$ cat src/design/lsim_pkg.sv
`timescale 1ns / 1ps

package lsim_pkg;

  localparam int unsigned DIV_BITS_PER_STAGE = 2;
  localparam int unsigned DIV_STAGES         = 16 / DIV_BITS_PER_STAGE;
  // input reg, check stage, divider stages, output reg
  localparam int unsigned LATENCY            = DIV_STAGES + 3;

  typedef enum logic [2:0] {
    REG_SEGMENT_MODE   = 3'd0,
    REG_STRIP_START    = 3'd1,
    REG_SEGMENT_LENGTH = 3'd2,
    REG_REVERSE_ORDER  = 3'd3,
    REG_REGION_LEFT    = 3'd4,
    REG_REGION_TOP     = 3'd5,
    REG_REGION_COLS    = 3'd6,
    REG_REGION_ROWS    = 3'd7
  } reg_idx_t;

  localparam logic [1:0] MODE_NONE   = 2'd0;
  localparam logic [1:0] MODE_STRIP  = 2'd1;
  localparam logic [1:0] MODE_MATRIX = 2'd2;

  typedef struct packed {
    logic [15:0] pixel_index;
    logic [7:0]  red_in;
    logic [7:0]  green_in;
    logic [7:0]  blue_in;
  } req_t;

  typedef struct packed {
    logic        accepted;
    logic        to_matrix;
    logic [15:0] strip_address;
    logic [15:0] column;
    logic [15:0] row;
    logic [7:0]  red_out;
    logic [7:0]  green_out;
    logic [7:0]  blue_out;
  } res_t;

  typedef struct packed {
    logic        valid;
    logic        ok;
    logic [15:0] logical;
    logic [15:0] rem;
    logic [15:0] quo;
    logic [7:0]  red;
    logic [7:0]  green;
    logic [7:0]  blue;
  } div_stage_t;

endpackage

$ cat src/design/led_segment_index_mapper_unit.sv
`timescale 1ns / 1ps

// channel   direction  ports                                  handshake
// request   in         start, busy, in_req                    start && !busy
// result    out        out_strobe, out_res                    out_strobe, one cycle
// config    in         psel, penable, pwrite, paddr, pwdata,  psel && penable && pwrite
//                      prdata, pready
//
// one request per cycle while busy is low; each result passes through the
// input register, range check, eight radix-4 divider stages and output register
// busy is high during reset and in the first cycle after it; no other cycle refuses a request
// synchronous active-low reset clears the config registers and all stage valids
// the receiver cannot stall, so the pipeline never holds

module led_segment_index_mapper_unit (
  input  logic                 clk,
  input  logic                 rst_n,
  input  logic                 start,
  output logic                 busy,
  input  lsim_pkg::req_t       in_req,
  output logic                 out_strobe,
  output lsim_pkg::res_t       out_res,
  input  logic                 psel,
  input  logic                 penable,
  input  logic                 pwrite,
  input  logic [4:0]           paddr,
  input  logic [31:0]          pwdata,
  output logic [31:0]          prdata,
  output logic                 pready
);

  logic [1:0]  segment_mode_r;
  logic [15:0] strip_start_r;
  logic [15:0] segment_length_r;
  logic        reverse_order_r;
  logic [15:0] region_left_r;
  logic [15:0] region_top_r;
  logic [15:0] region_cols_r;
  logic [15:0] region_rows_r;
  logic        busy_r;
  logic        cfg_we;

  logic           s1_valid_r;
  lsim_pkg::req_t s1_req_r;

  lsim_pkg::div_stage_t div_r   [0:lsim_pkg::DIV_STAGES];
  lsim_pkg::div_stage_t div_nxt [0:lsim_pkg::DIV_STAGES];
  lsim_pkg::div_stage_t fin;

  lsim_pkg::res_t out_res_r;
  lsim_pkg::res_t out_res_nxt;
  logic           out_strobe_r;

  assign pready = 1'b1;
  assign busy   = busy_r;
  assign cfg_we = psel && penable && pwrite && pready;

  // config registers
  always_ff @(posedge clk) begin
    if (!rst_n) begin
      segment_mode_r   <= lsim_pkg::MODE_NONE;
      strip_start_r    <= '0;
      segment_length_r <= '0;
      reverse_order_r  <= 1'b0;
      region_left_r    <= '0;
      region_top_r     <= '0;
      region_cols_r    <= '0;
      region_rows_r    <= '0;
    end else if (cfg_we) begin
      case (lsim_pkg::reg_idx_t'(paddr[4:2]))
        lsim_pkg::REG_SEGMENT_MODE:   segment_mode_r   <= pwdata[1:0];
        lsim_pkg::REG_STRIP_START:    strip_start_r    <= pwdata[15:0];
        lsim_pkg::REG_SEGMENT_LENGTH: segment_length_r <= pwdata[15:0];
        lsim_pkg::REG_REVERSE_ORDER:  reverse_order_r  <= pwdata[0];
        lsim_pkg::REG_REGION_LEFT:    region_left_r    <= pwdata[15:0];
        lsim_pkg::REG_REGION_TOP:     region_top_r     <= pwdata[15:0];
        lsim_pkg::REG_REGION_COLS:    region_cols_r    <= pwdata[15:0];
        lsim_pkg::REG_REGION_ROWS:    region_rows_r    <= pwdata[15:0];
        default: ;
      endcase
    end
  end

  always_comb begin
    case (lsim_pkg::reg_idx_t'(paddr[4:2]))
      lsim_pkg::REG_SEGMENT_MODE:   prdata = {30'd0, segment_mode_r};
      lsim_pkg::REG_STRIP_START:    prdata = {16'd0, strip_start_r};
      lsim_pkg::REG_SEGMENT_LENGTH: prdata = {16'd0, segment_length_r};
      lsim_pkg::REG_REVERSE_ORDER:  prdata = {31'd0, reverse_order_r};
      lsim_pkg::REG_REGION_LEFT:    prdata = {16'd0, region_left_r};
      lsim_pkg::REG_REGION_TOP:     prdata = {16'd0, region_top_r};
      lsim_pkg::REG_REGION_COLS:    prdata = {16'd0, region_cols_r};
      lsim_pkg::REG_REGION_ROWS:    prdata = {16'd0, region_rows_r};
      default:                      prdata = '0;
    endcase
  end

  always_ff @(posedge clk) begin
    busy_r <= !rst_n;
  end

  // input register
  always_ff @(posedge clk) begin
    if (!rst_n) begin
      s1_valid_r <= 1'b0;
    end else begin
      s1_valid_r <= start && !busy;
    end
    s1_req_r <= in_req;
  end

  // range check, logical index, divider stages
  always_comb begin
    lsim_pkg::div_stage_t cur;
    logic [16:0]          sh;
    logic                 mode_ok;

    mode_ok = (segment_mode_r == lsim_pkg::MODE_STRIP) ||
              (segment_mode_r == lsim_pkg::MODE_MATRIX);
    div_nxt[0].valid   = s1_valid_r;
    div_nxt[0].ok      = mode_ok && (s1_req_r.pixel_index < segment_length_r);
    div_nxt[0].logical = reverse_order_r ?
                         (segment_length_r - 16'd1 - s1_req_r.pixel_index) :
                         s1_req_r.pixel_index;
    div_nxt[0].rem     = '0;
    div_nxt[0].quo     = div_nxt[0].logical;
    div_nxt[0].red     = s1_req_r.red_in;
    div_nxt[0].green   = s1_req_r.green_in;
    div_nxt[0].blue    = s1_req_r.blue_in;

    for (int s = 1; s <= lsim_pkg::DIV_STAGES; s++) begin
      cur = div_r[s-1];
      for (int b = 0; b < lsim_pkg::DIV_BITS_PER_STAGE; b++) begin
        sh = {cur.rem, cur.quo[15]};
        if (sh >= {1'b0, region_cols_r}) begin
          sh      = sh - {1'b0, region_cols_r};
          cur.quo = {cur.quo[14:0], 1'b1};
        end else begin
          cur.quo = {cur.quo[14:0], 1'b0};
        end
        cur.rem = sh[15:0];
      end
      div_nxt[s] = cur;
    end
  end

  always_ff @(posedge clk) begin
    for (int s = 0; s <= lsim_pkg::DIV_STAGES; s++) begin
      if (!rst_n) begin
        div_r[s] <= '0;
      end else begin
        div_r[s] <= div_nxt[s];
      end
    end
  end

  // address build
  assign fin = div_r[lsim_pkg::DIV_STAGES];

  always_comb begin
    out_res_nxt           = '0;
    out_res_nxt.red_out   = fin.red;
    out_res_nxt.green_out = fin.green;
    out_res_nxt.blue_out  = fin.blue;
    if (fin.ok) begin
      if (segment_mode_r == lsim_pkg::MODE_STRIP) begin
        out_res_nxt.accepted      = 1'b1;
        out_res_nxt.strip_address = strip_start_r + fin.logical;
      end else if (region_cols_r != 16'd0 && region_rows_r != 16'd0) begin
        out_res_nxt.accepted  = 1'b1;
        out_res_nxt.to_matrix = 1'b1;
        out_res_nxt.column    = region_left_r + fin.rem;
        out_res_nxt.row       = region_top_r + fin.quo;
      end
    end
  end

  always_ff @(posedge clk) begin
    if (!rst_n) begin
      out_strobe_r <= 1'b0;
    end else begin
      out_strobe_r <= fin.valid;
    end
    out_res_r <= out_res_nxt;
  end

  assign out_strobe = out_strobe_r;
  assign out_res    = out_res_r;

  a_latency: assert property (@(posedge clk) disable iff (!rst_n)
    (start && !busy) |-> ##(lsim_pkg::LATENCY) out_strobe)
    else $error("request did not produce a result at the pipeline latency");

  a_reject_clean: assert property (@(posedge clk) disable iff (!rst_n)
    (out_strobe && !out_res.accepted) |->
      (!out_res.to_matrix && out_res.strip_address == 16'd0 &&
       out_res.column == 16'd0 && out_res.row == 16'd0))
    else $error("rejected result carries a nonzero address");

  a_matrix_accepted: assert property (@(posedge clk) disable iff (!rst_n)
    (out_strobe && out_res.to_matrix) |-> out_res.accepted)
    else $error("matrix flag set on a rejected result");

  a_rem_bound: assert property (@(posedge clk) disable iff (!rst_n)
    (fin.valid && region_cols_r != 16'd0) |-> (fin.rem < region_cols_r))
    else $error("divider remainder not below the region width");

endmodule
$ cat config.mk
export PLATFORM = sky130hd
export DESIGN_NAME = led_segment_index_mapper_unit
export DESIGN_NICKNAME = d
export VERILOG_FILES = /design/src/design/lsim_pkg.sv /design/src/design/led_segment_index_mapper_unit.sv
export SDC_FILE = /design/constraint.sdc
export NUM_CORES = 2
export LEC_CHECK = 0
export ABC_AREA = 1
export BUFFER_PORTS_ARGS = -buffer_cell sky130_fd_sc_hd__buf_2
export CORE_ASPECT_RATIO = 1.25
export CORE_MARGIN = 2
export CORE_UTILIZATION = 40
export DETAILED_ROUTE_END_ITERATION = 6
export PLACE_DENSITY_LB_ADDON = 0.15
export SKIP_LAST_GASP = 1
export SLEW_MARGIN = 20
export SYNTH_ARGS = -nofsm -noshare
export SYNTH_HDL_FRONTEND = slang
export SYNTH_SLANG_ARGS = --single-unit
$ cat constraint.sdc
create_clock -name clk -period 5.2 [get_ports clk]
set_input_delay 1.56 -clock clk [delete_from_list [all_inputs] [get_ports clk]]
set_output_delay 1.56 -clock clk [all_outputs]
set_load 0.02 [all_outputs]
# After elaboration in Yosys (flattened, before gate mapping)
# Memories as Yosys holds them, arrays and structs flattened.
# Cells that the tools add are included.
# Widths: inputs -> output; s select.
# totals
ff_bits	216
ramBits	666
output_inout_bits	109
word_cells	151
n_memories	1
# op_classes
addsub	21
n_lt_le_gt_ge	17
eq_ne	9
n_mux	47
bitwise_logic	11
n_reduce_logical	22
# mem_list
memory	words	word_bits	read_ports	rd_clocked_by_memory_dff	write_ports	line_no	text
div_r	9	74	9	0	9	led_segment_index_mapper_unit.sv:46	lsim_pkg::div_stage_t div_r [0:lsim_pkg::DIV_STAGES];
# op_table
cell	n
$mux 74	9
$ge 17x16->1	16
$mux 16	17
$sub 16x16->16	17
$pmux 32 s8	1
$add 16x16->16	3
$reduce_bool 16->1	2
$mux 1	19
$reduce_and 2->1	9
$lt 16x16->1	1
$sub 16x1->16 const B	1
$eq 3x3->1 const B	4
$or 1x1->1	9
$eq 3x2->1 const B	2
$logic_and 1x1->1	5
$eq 3x1->1 const B	1
$logic_not 3->1	1
$reduce_or 3->1	1
$eq 2x1->1 const B	1
$eq 2x2->1 const B	1
$logic_not 1->1	2
$mux 2	1
$not 1->1	2
$reduce_or 2->1	1
$logic_or 1x1->1	1

# Longest topological paths before layout
# An unclocked memory read counts as a cell.
# logic_depth
word_depth	6
mapped_depth	28

# Worst setup path after synthesis
# No wires, ideal clock.
# synth_timing
kind	in2out
startpoint	input port paddr[4]
endpoint	output port prdata[15]
arrival_ns	2.637
required_time_ns	3.640
slack_ns	1.003
stages	5
path_cell_list	inv_1 -> nor3_2 -> inv_1 -> clkbuf_1 -> o2111ai_1
# synth_via
elab_chain_cells	2
word_cells_on_any_way	9
cone_classes	7 x eq/ne; 1 x mux; 1 x reduce/logical
# synth_lines
element	line_no	text
start, declared	led_segment_index_mapper_unit.sv:26	input logic [4:0] paddr,
$eq 3x3->1 (tied with other cells)	led_segment_index_mapper_unit.sv:85	case (lsim_pkg::reg_idx_t'(paddr[4:2]))
$pmux 32 s8 *	led_segment_index_mapper_unit.sv:85	
end, declared	led_segment_index_mapper_unit.sv:28	output logic [31:0] prdata,
# Mark *: on every way between the ends. The rest lies on a longest branch, timed or not. The select of a mux whose other input is x is not followed.

# Worst setup path in the final report
# layout_timing
startpoint	input port paddr[4]
endpoint	output port prdata[0]
# The elaborated chain is that of the path after synthesis.

==> run metrics <==
synth warn=0; GRT Util Overall=0.231; CTS sink cnt=794; diode count=0; Cell variety after synth=61; clk root buf=clkbuf_16; Final Max Tran Viols=0; core area=0.103 mm2; starting density of the core=0.401; final net count=6407; Worst Hold Class=reg -> reg; CTS Buf Count=83; worst setup path class=in -> out; postcts setup bufs=0; number of remaining DRC errors=0; Synth Register Bits=~800; Avg Cell Area, Syn=7.14 um2; Largest stage delay, worst path=approximately 0.54 ns; Max Cap Viol=0; share of layout cells above drive strength 1=0.0813; number of enable flip-flop cells after synthesis=0; Resized cells post-CTS=0; hold depth=0; Max FO, Critical Path=7; P&R area growth vs syn=13.0%; Clock Tree Buf Depth=3; clock skew=roughly 0.062 ns; Routed WL=about 120000 um; CTS tree=done; slowest CP cell=nor3_2; die area=0.106 mm2; crit-path leading delay family=simple AND/OR/NAND/NOR gates; DRT Pass-1 Iters=6; setup slack, reg-to-reg=~0.7 ns; cell count along the critical path=9; I/O pin count=approximately 190; hold path startpoint=div_r[8][8]; area occupied by multi-input gates=0.0212 mm2; status=finished clean; Critical Path Sink Type=primary output; initial antenna violation count=1; crit path launch type=primary input; Cells after Synth=5803; worst-skew pair later-pin latency=about 0.67 ns; Syn Std Cell Area=just over 0.04 mm2; worst reg2reg startpoint=region_cols_r[7]; final hold violations=0; main flop type after synthesis=dfxtp_1; setup TNS=0 ns; post-route ant nets=0; H-tree levels=3; drt wl/cell=between 15 and 20 um; Die Wd=between 200 and 300 um; Reg-to-Reg End=div_r[3][42]; via count=between 30000 and 40000; storage element area=~0.016 mm2; setup violators final=0; CP bufs+invs=4; crit path cell chain=buf_2 -> inv_1 -> nor3_2 -> buf_4 -> nand2_1 -> o21ai_0 -> a221oi_1 -> nand3_1 -> buf_2; FFs w/ async S/R, synth=0; Slew Limit Headroom=0.396; Final min period=about 4.8 ns; Crit path top cell by count=buf_2; final worst path period share=0.915; WP data required=3.64 ns; Hold Crit Endpoint=out_res[8]; critical path arrival=about 3.2 ns; Layout fillers=about 11000; DP Wirelength=between 90000 and 100000 um; Via density=4.86; Rows=between 100 and 150; clock-pin slew on the worst setup and hold paths=0.06 ns; Port Buffer Count=156; first-pass GRT wire length=between 150000 and 200000 um; GPL Wtd Cong=around 0.94; grt ovf=0; RSZ-0062 raised after global routing=false; number of global-route vias before repair=about 34000; Least-Margin Pin Slew=between 0.9 and 1 ns; Max Clock Freq=roughly 210 MHz; r2r worst-path depth=22; hold buffer count at cts=0; largest net degree at the start of global routing=between 150 and 200; sequential-to-total area share from yosys stat=0.384; Die Ht=about 360 um; 1st-iter DRT viols=~2100
synth_stat cells, types with 5 or more instances:
library cell  number  area share
nand2_1         1518        0.14
inv_1            939       0.085
dfxtp_1          794        0.38
nor2_1           488       0.044
a21oi_1          370       0.045
ha_1             319       0.096
nand3_1          312       0.038
o21ai_0          297       0.036
xnor2_1           98       0.021
clkbuf_1          97      0.0088
xor2_1            73       0.015
nand4_1           57      0.0086
nand3b_1          37      0.0067
nor3_1            32      0.0039
nand2_2           26      0.0039
o21ai_1           26      0.0031
a21o_1            24      0.0043
buf_2             24      0.0029
buf_4             24      0.0043
o21a_1            22      0.0040
inv_2             21      0.0019
fa_1              19      0.0092
a22oi_1           18      0.0033
a31oi_1           13      0.0020
nor4_1            13      0.0020
buf_6             11      0.0030
a221oi_1          10      0.0021
nand3_2           10      0.0024
or2_2             10      0.0015
a21boi_0           9      0.0016
nand2_4            8      0.0022
o211ai_1           8      0.0014
o2111ai_1          7      0.0015
nor2_2             6     0.00091
o21bai_1           6      0.0011
o22ai_1            6     0.00091
a31o_2             5      0.0011
kinds of logic after synthesis:
group,synth area share
AOI/OAI and AO/OA,0.111
xor gates and xnor gates,0.0361
DFF,0.384
adders and majority gates,0.105
other,0.000181
buffers and inverters,0.107
and+or+nand+nor,0.257
worst reg2reg max path: stages, from the launching register on:
cell	delay, ns
dfxtp_1	0.35
inv_1	0.25
buf_4	0.32
ha_1	0.34
nand2_1	0.12
inv_1	0.06
a21oi_1	0.21
nand3_1	0.19
nand3_2	0.14
nand2_4	0.18
o21ai_0	0.48
inv_1	0.10
ha_1	0.35
nand2_1	0.08
inv_1	0.05
nand3_1	0.09
nor2_1	0.06
a21oi_1	0.17
nand2_2	0.10
nor2_2	0.46
nand3_1	0.13
nand2_1	0.12
nor2_1	0.05
through the flow:
stage	cell area (um2)	util	hold WS, ns	worst slack [ns]	cells
finish	46800	0.454	0.324	0.444	7393
global placement	44000	0.426	0.311	0.458	7241
CTS	46800	0.454	0.327	0.435	7393
detailed placement	44000	0.426	0.312	0.446	7241
global route	46800	0.454	0.328	0.368	7393
floorplan	41500	-	0.310	1.00	5818
placed cells by master, fill, tap and decap left out, drive strengths merged, types with 3 or more instances in the layout:
master / netlist / routed
a211oi: 3 / 3
a21boi: 11 / 11
a21o: 24 / 24
a21oi: 374 / 374
a221oi: 10 / 10
a22oi: 18 / 18
a31o: 5 / 5
a31oi: 13 / 13
and2: 3 / 3
buf: 62 / 244
bufinv: 0 / 9
clkbuf: 99 / 109
clkinv: 3 / 29
clkinvlp: 0 / 4
conb: 2 / 17
dfxtp: 794 / 794
fa: 19 / 19
ha: 319 / 319
inv: 960 / 964
nand2: 1552 / 1552
nand3: 325 / 325
nand3b: 37 / 37
nand4: 59 / 59
nor2: 497 / 497
nor3: 37 / 37
nor4: 14 / 14
o2111ai: 7 / 7
o211ai: 8 / 8
o21a: 22 / 22
o21ai: 326 / 326
o21bai: 6 / 6
o22ai: 6 / 6
or2: 10 / 10
xnor2: 98 / 98
xor2: 73 / 73
cell type report:
class	count	area share
multi-input combinational	3900	0.452
sequential	794	0.339
inverter	963	0.0772
clock buffer	109	0.0494
tap	1340	0.0358
timing repair buffer	244	0.0347
clock inverter	43	0.0116
sequential cells by signal, indices dropped and copies added, names as in the netlist, 2 cells and up:
name              cells
div_r               578
out_res              74
div_nxt              24
region_cols_r        16
region_left_r        16
region_rows_r        16
region_top_r         16
s1_req_r             16
segment_length_r     16
strip_start_r        16
segment_mode_r        2
worst max-delay path by stage:
stage	startpoint	endpoint	slack [ns]
finish	paddr[4]	prdata[0]	0.44
global route	paddr[4]	prdata[0]	0.37
CTS	paddr[4]	prdata[1]	0.44
detailed placement	paddr[4]	prdata[1]	0.45
global placement	paddr[4]	prdata[1]	0.46
floorplan	paddr[4]	prdata[15]	1.00
routing by layer:
metal	vias to the layer above	wire, um	global-route usage
met4	0	5720	0.104
li1	18675	-	-
met3	244	4780	0.0245
met5	-	0	0
met2	831	60100	0.410
met1	16170	53600	0.280
Power is not shown: default switching activity piles up to over one toggle a cycle in this logic, so the estimate is an artifact.
